## config.mk

```make
export PLATFORM = sky130hd
export DESIGN_NAME = ofvi_face_store
export DESIGN_NICKNAME = d
export VERILOG_FILES = /design/src/rtl/core/ofvi_pkg.sv /design/src/rtl/core/ofvi_face_store.sv
export SDC_FILE = /design/constraint.sdc
export NUM_CORES = 1
export LEC_CHECK = 0
export BUFFER_PORTS_ARGS = -buffer_cell sky130_fd_sc_hd__buf_4
export CORE_MARGIN = 10
export CORE_UTILIZATION = 55
export DETAILED_ROUTE_END_ITERATION = 16
export PLACE_DENSITY = 0.72
export SYNTH_ARGS = -nofsm -noshare
export SYNTH_HDL_FRONTEND = slang
export SYNTH_SLANG_ARGS = --single-unit
```

## constraint.sdc

```tcl
create_clock -name clock -period 5.6 [get_ports clock]
set_input_delay 0.84 -clock clock [delete_from_list [all_inputs] [get_ports clock]]
set_output_delay 0.84 -clock clock [all_outputs]
set_load 0.01 [all_outputs]
```

## src/rtl/core/ofvi_pkg.sv

```systemverilog
// ----------------------------------------------------------------------------
// ofvi_pkg
// shared types and constants of the face vertex indexer
// ----------------------------------------------------------------------------
package ofvi_pkg;

   localparam int IDX_W  = 20;          // resolved one-based index width
   localparam int REF_W  = 21;          // raw signed reference width
   localparam int KEY_W  = 3 * IDX_W;   // {normal, texcoord, position}
   localparam int VID_W  = 12;          // vertex index width on the result port

   localparam int DEF_MAX_FACE_VERTS = 16;
   localparam int DEF_MAX_VERTICES   = 4096;
   localparam int DEF_INDEX_BITS     = 20;

   typedef enum logic [1:0] {
      CMD_POS    = 2'd0,
      CMD_UV     = 2'd1,
      CMD_NORMAL = 2'd2,
      CMD_FACE   = 2'd3
   } cmd_type;

   typedef enum logic [1:0] {
      KIND_VERTEX   = 2'd0,
      KIND_TRI      = 2'd1,
      KIND_INVALID  = 2'd2,
      KIND_OVERFLOW = 2'd3
   } kind_type;

   typedef enum logic [3:0] {
      S_CLEAR,
      S_IDLE,
      S_P_LOAD,
      S_P_HASH,
      S_P_RD,
      S_P_CHK,
      S_RB_LOAD,
      S_RB_DO,
      S_R_LOAD,
      S_R_OUT,
      S_T_LD1,
      S_T_PREV,
      S_T_LD,
      S_T_OUT,
      S_ONE
   } state_type;

endpackage

```

## src/rtl/core/ofvi_face_store.sv

```systemverilog
// ----------------------------------------------------------------------------
// ofvi_face_store
// per-face buffers: resolved triples and per-corner lookup results
// ----------------------------------------------------------------------------
module ofvi_face_store #(
   parameter int DEPTH     = 16,
   parameter int ADDR_BITS = 4,
   parameter int INFO_BITS = 26
) (
   input  logic                       clock,
   input  logic                       trip_we,
   input  logic [ADDR_BITS-1:0]       trip_waddr,
   input  logic [ofvi_pkg::KEY_W-1:0] trip_wdata,
   input  logic                       info_we,
   input  logic [ADDR_BITS-1:0]       info_waddr,
   input  logic [INFO_BITS-1:0]       info_wdata,
   input  logic [ADDR_BITS-1:0]       rd_addr,
   output logic [ofvi_pkg::KEY_W-1:0] trip_rdata,
   output logic [INFO_BITS-1:0]       info_rdata
);

   logic [ofvi_pkg::KEY_W-1:0] trip_mem [DEPTH];
   logic [INFO_BITS-1:0]       info_mem [DEPTH];
   logic [ofvi_pkg::KEY_W-1:0] trip_rd_ff;
   logic [INFO_BITS-1:0]       info_rd_ff;

   always_ff @(posedge clock) begin
      if (trip_we) begin
         trip_mem[trip_waddr] <= trip_wdata;
      end
      if (info_we) begin
         info_mem[info_waddr] <= info_wdata;
      end
      trip_rd_ff <= trip_mem[rd_addr];
      info_rd_ff <= info_mem[rd_addr];
   end

   assign trip_rdata = trip_rd_ff;
   assign info_rdata = info_rd_ff;

endmodule

```

# Word level (Yosys, flattened, before mapping)
# Memory sizes are Yosys's and may differ from the RTL's. A register that Yosys moved wholly into a read port is not among the register bits.
# Index checks and enable logic that the tools add are counted.
# word_totals
n_memories	2
wordCells	6
output_inout_bits	86
ff_bits	0
ram_bits	1376
# memory_table
memory	depth	width	read_ports	rd_clocked_by_memory_dff	wr	line	rtl
trip_mem	16	60	1	1	1	ofvi_face_store.sv:22	logic [ofvi_pkg::KEY_W-1:0] trip_mem [DEPTH];
info_mem	16	26	1	1	1	ofvi_face_store.sv:23	logic [INFO_BITS-1:0] info_mem [DEPTH];
# op_classes
n_mux	4
# ops
operator	count
$mux W1	4

# Logic depth before layout (Yosys ltp)
# logic_depth
depth_word	2
mapped_depth	6
ltp_nobuf	3

# Worst setup path after synthesis
# Ideal clock, no wire load.
# synth_timing
path_kind	input to register
start	in trip_waddr[3]
end	mem trip_mem[0][0] (netlist name), enable pin
arrival_ns	5.436
n_path_buf	0
path_stages	2
required_ns	5.048
setup_ns	0.552
slack_ns	-0.389
path_cell_list	or3b_2 -> nor3_1
# synth_lines
item	line	rtl
from (decl)	ofvi_face_store.sv:12	input logic [ADDR_BITS-1:0] trip_waddr,
to (decl)	ofvi_face_store.sv:22	
# Straight into the memory's write port.

# Worst setup path in the final report
# layout_timing
start	in info_waddr[3]
end	mem info_mem[0][12], enable pin
# layout_lines
item	line	rtl
from (decl)	ofvi_face_store.sv:15	input logic [ADDR_BITS-1:0] info_waddr,
to (decl)	ofvi_face_store.sv:23	
# Straight into the memory's write port.

==> impl_metrics.py <==
metrics = {
    "outcome": {
        "outcome": "finished clean",
    },
    "synthesis": {
        "async_reset_ff_share_pct": 0,
        "syn_nets": 2330,
        "yosysSeqAreaShare_pct": 80.8,
        "synth_common_cells": "edfxtp_1, mux4_2, a22oi_1, nand2_1, dfxtp_1",
        "synth_edf_count": 1376,
        "synth_cell_types": 17,
        "netlist_area_um2": 53300,
        "ys_warn_count": 0,
        "ys_ff_latch": 1462,
        "synth.top_cell.area_share_pct": 77.6,
        "yosysMostFrequentCell": "edfxtp_1",
        "syn_inst": 2229,
        "syn_area_per_cell_um2": 23.9,
        "ys.flop_type": "edfxtp_1",
        "synth_area_leaders": "edfxtp_1, mux4_2, dfxtp_1, a22oi_1, nand2_1",
        "synth_top_area_cell": "edfxtp_1",
    },
    "power": {
        "p_sw_mw": 4.69,
        "p_leak_nw": 19.6,
        "internal_power_mw": 18.0,
        "p_per_area_nw_per_um2": 371,
        "p_comb_share_pct": 4.9,
        "total_power_mw": 22.7,
        "p_seq_share_pct": 54.4,
        "switching_share_pct": 20.7,
        "pwr-share-clk_pct": 40.7,
        "ir_worst_vdd_uv": 318,
    },
    "worst_setup_path": {
        "crit_required_ns": 6.00,
        "critPathLaunchType": "input pin",
        "r2r_slack_ns": 4.13,
        "end_kind": "flop",
        "cp.arrival_ns": 2.91,
        "cp_max_fo": 16,
        "critical_path_class": "in2reg",
    },
    "route": {
        "routed_wl_mm": 116,
        "antenna_left": 0,
        "routed_via_density": 6.21,
        "routedWlPerCell_um": 29.7,
        "drtIter0Drc": 2348,
        "drcViolationCount": 0,
        "firstDrtPassIters": 8,
        "vias": 24272,
    },
    "cts": {
        "clock_sinks": 1462,
        "tritoncts": "yes",
        "cts_buffer_depth": 3,
        "cts_resized": 0,
        "hold_buffers": 0,
        "clkTransAtPathRegs_ns": 0.06,
        "htreeDepth": 4,
        "post_cts.repair.setup_buffers": 0,
        "clkLatencyLatePin_ns": 0.74,
        "cts_inserted_buffers": 142,
        "root_buffer": "clkbuf_16",
    },
    "timing": {
        "fin_crit_ns": 2.51,
        "hold_violations": 0,
        "worst_pin_slew_ns": 1.25,
        "maxSlewViolCount": 0,
        "fin_setup_tns_ns": 0,
        "finalSetupViolations": 0,
        "rsz0062_at_grt": "false",
        "min_period_over_period_pct": 44.9,
        "finClkSkew_ns": 0.0232,
        "slew_headroom_pct": 16.3,
        "max_freq_ghz": 0.398,
    },
    "grt": {
        "global_route.overflow_total": 0,
        "antenna_found_initial": 11,
        "grt_pass1_wl_mm": 171,
        "grt_max_degree": 107,
        "grt_pass1_vias": 25415,
        "grt_usage_pct": 21.3,
    },
    "placed_design": {
        "port_buffers": 186,
        "placedCellCount": 3637,
        "post-dp-hpwl_mm": 58.6,
        "placed_cell_area_um2": 56500,
        "place_congestion": 0.759,
    },
    "cells_and_area": {
        "finalInstanceArea_um2": 61000,
        "multi_input_area_um2": 9810,
        "drive_gt1_share_pct": 31.6,
        "fillers": 6311,
        "syn2layout_area_growth_pct": 14.6,
        "nNetsFinal": 2606,
        "regArea_um2": 43000,
        "fin_cells": 3906,
    },
    "floorplan": {
        "start_util_pct": 55.2,
        "die_h_um": 331,
        "dieWidth_um": 331,
        "core_um2": 96400,
        "rows": 114,
        "die_area_um2": 110000,
        "ios": 187,
    },
    "worst_hold_path": {
        "hold_class": "in2reg",
    },
    "run": {
        "max_cap_violations": 0,
    },
}
==> layer usage <==
metal	up-vias	share of wire, %	global-route usage (%)
met2	951	53	36.7
met3	207	7.4	4.87
met5	-	0.050	0
li1	10094	-	-
met4	12	2.5	6.65
met1	13008	37	27.0
==> power by group through the flow <==
stage | Sequential [mW] | Clock [mW] | Combinational [mW]
floorplan | 12.6 | 0 | 0.584
global route | 12.4 | 9.79 | 1.20
global placement | 12.6 | 0 | 1.09
detailed placement | 12.6 | 0 | 1.12
finish | 12.3 | 9.21 | 1.11
CTS | 12.3 | 9.36 | 1.13
==> per-stage QoR <==
stage	worst slack, ns	hold slack (ns)	utilization, %
2_1_floorplan	1.22	0.635	-
3_3_place_gp	2.34	0.646	58.6
3_5_place_dp	2.24	0.655	58.6
4_1_cts	3.06	0.346	63.3
5_1_grt	2.94	0.373	63.3
6_report	3.09	0.388	63.3
==> critical path, cell delays in order <==
cell	delay, ns
buf_4	0.12
or3b_2	0.54
nor3_2	0.95
buf_4	0.45
==> registers in the layout, summed over array words and instances, names as in the netlist <==
signal / flops
info_mem: 416
info_rdata: 26
trip_mem: 960
trip_rdata: 60
==> cell families after synthesis <==
kind of cell    after synthesis  share of synthesized area [%]
flops                      1462                           80.8
mux                         344                           14.5
compound gates              172                           2.42
simple gates                136                           1.06
buf+inv                     115                           1.14
==> path summary, 6_finish.rpt <==
| path | startpoint | to | cells past startpoint |
|---|---|---|---|
| setup / recovery | info_waddr[3] | info_mem[0][12]$_DFFE_PP_ | 4 |
| hold / removal | info_wdata[18] | info_mem[2][18]$_DFFE_PP_ | 1 |
| setup reg to reg | trip_mem[3][57]$_DFFE_PP_ | trip_rdata[57]$_DFF_P_ | 3 |
| hold reg to reg | trip_mem[12][2]$_DFFE_PP_ | trip_rdata[2]$_DFF_P_ | 3 |
==> final cells by class <==
type / instances / share of cell area (%)
clock inverters: 62 / 0.972
multi-input cells: 652 / 16.1
flip-flops and latches: 1462 / 70.5
clock buffers: 200 / 6.43
well taps: 1276 / 2.62
repair buffers: 247 / 3.33
diodes: 7 / 0.0287
==> cells in the final DEF, fill, tap and decap left out, types with 11 or more instances in the layout <==
master / count
clkinv_1: 17
clkbuf_16: 144
mux4_2: 344
dfxtp_1: 86
edfxtp_1: 1376
buf_12: 13
nor2_2: 12
clkbuf_8: 11
nand2_1: 88
nor2_4: 13
clkbuf_1: 45
a22oi_1: 172
buf_4: 232
clkinv_2: 19
(Power assumes the default switching activity.)
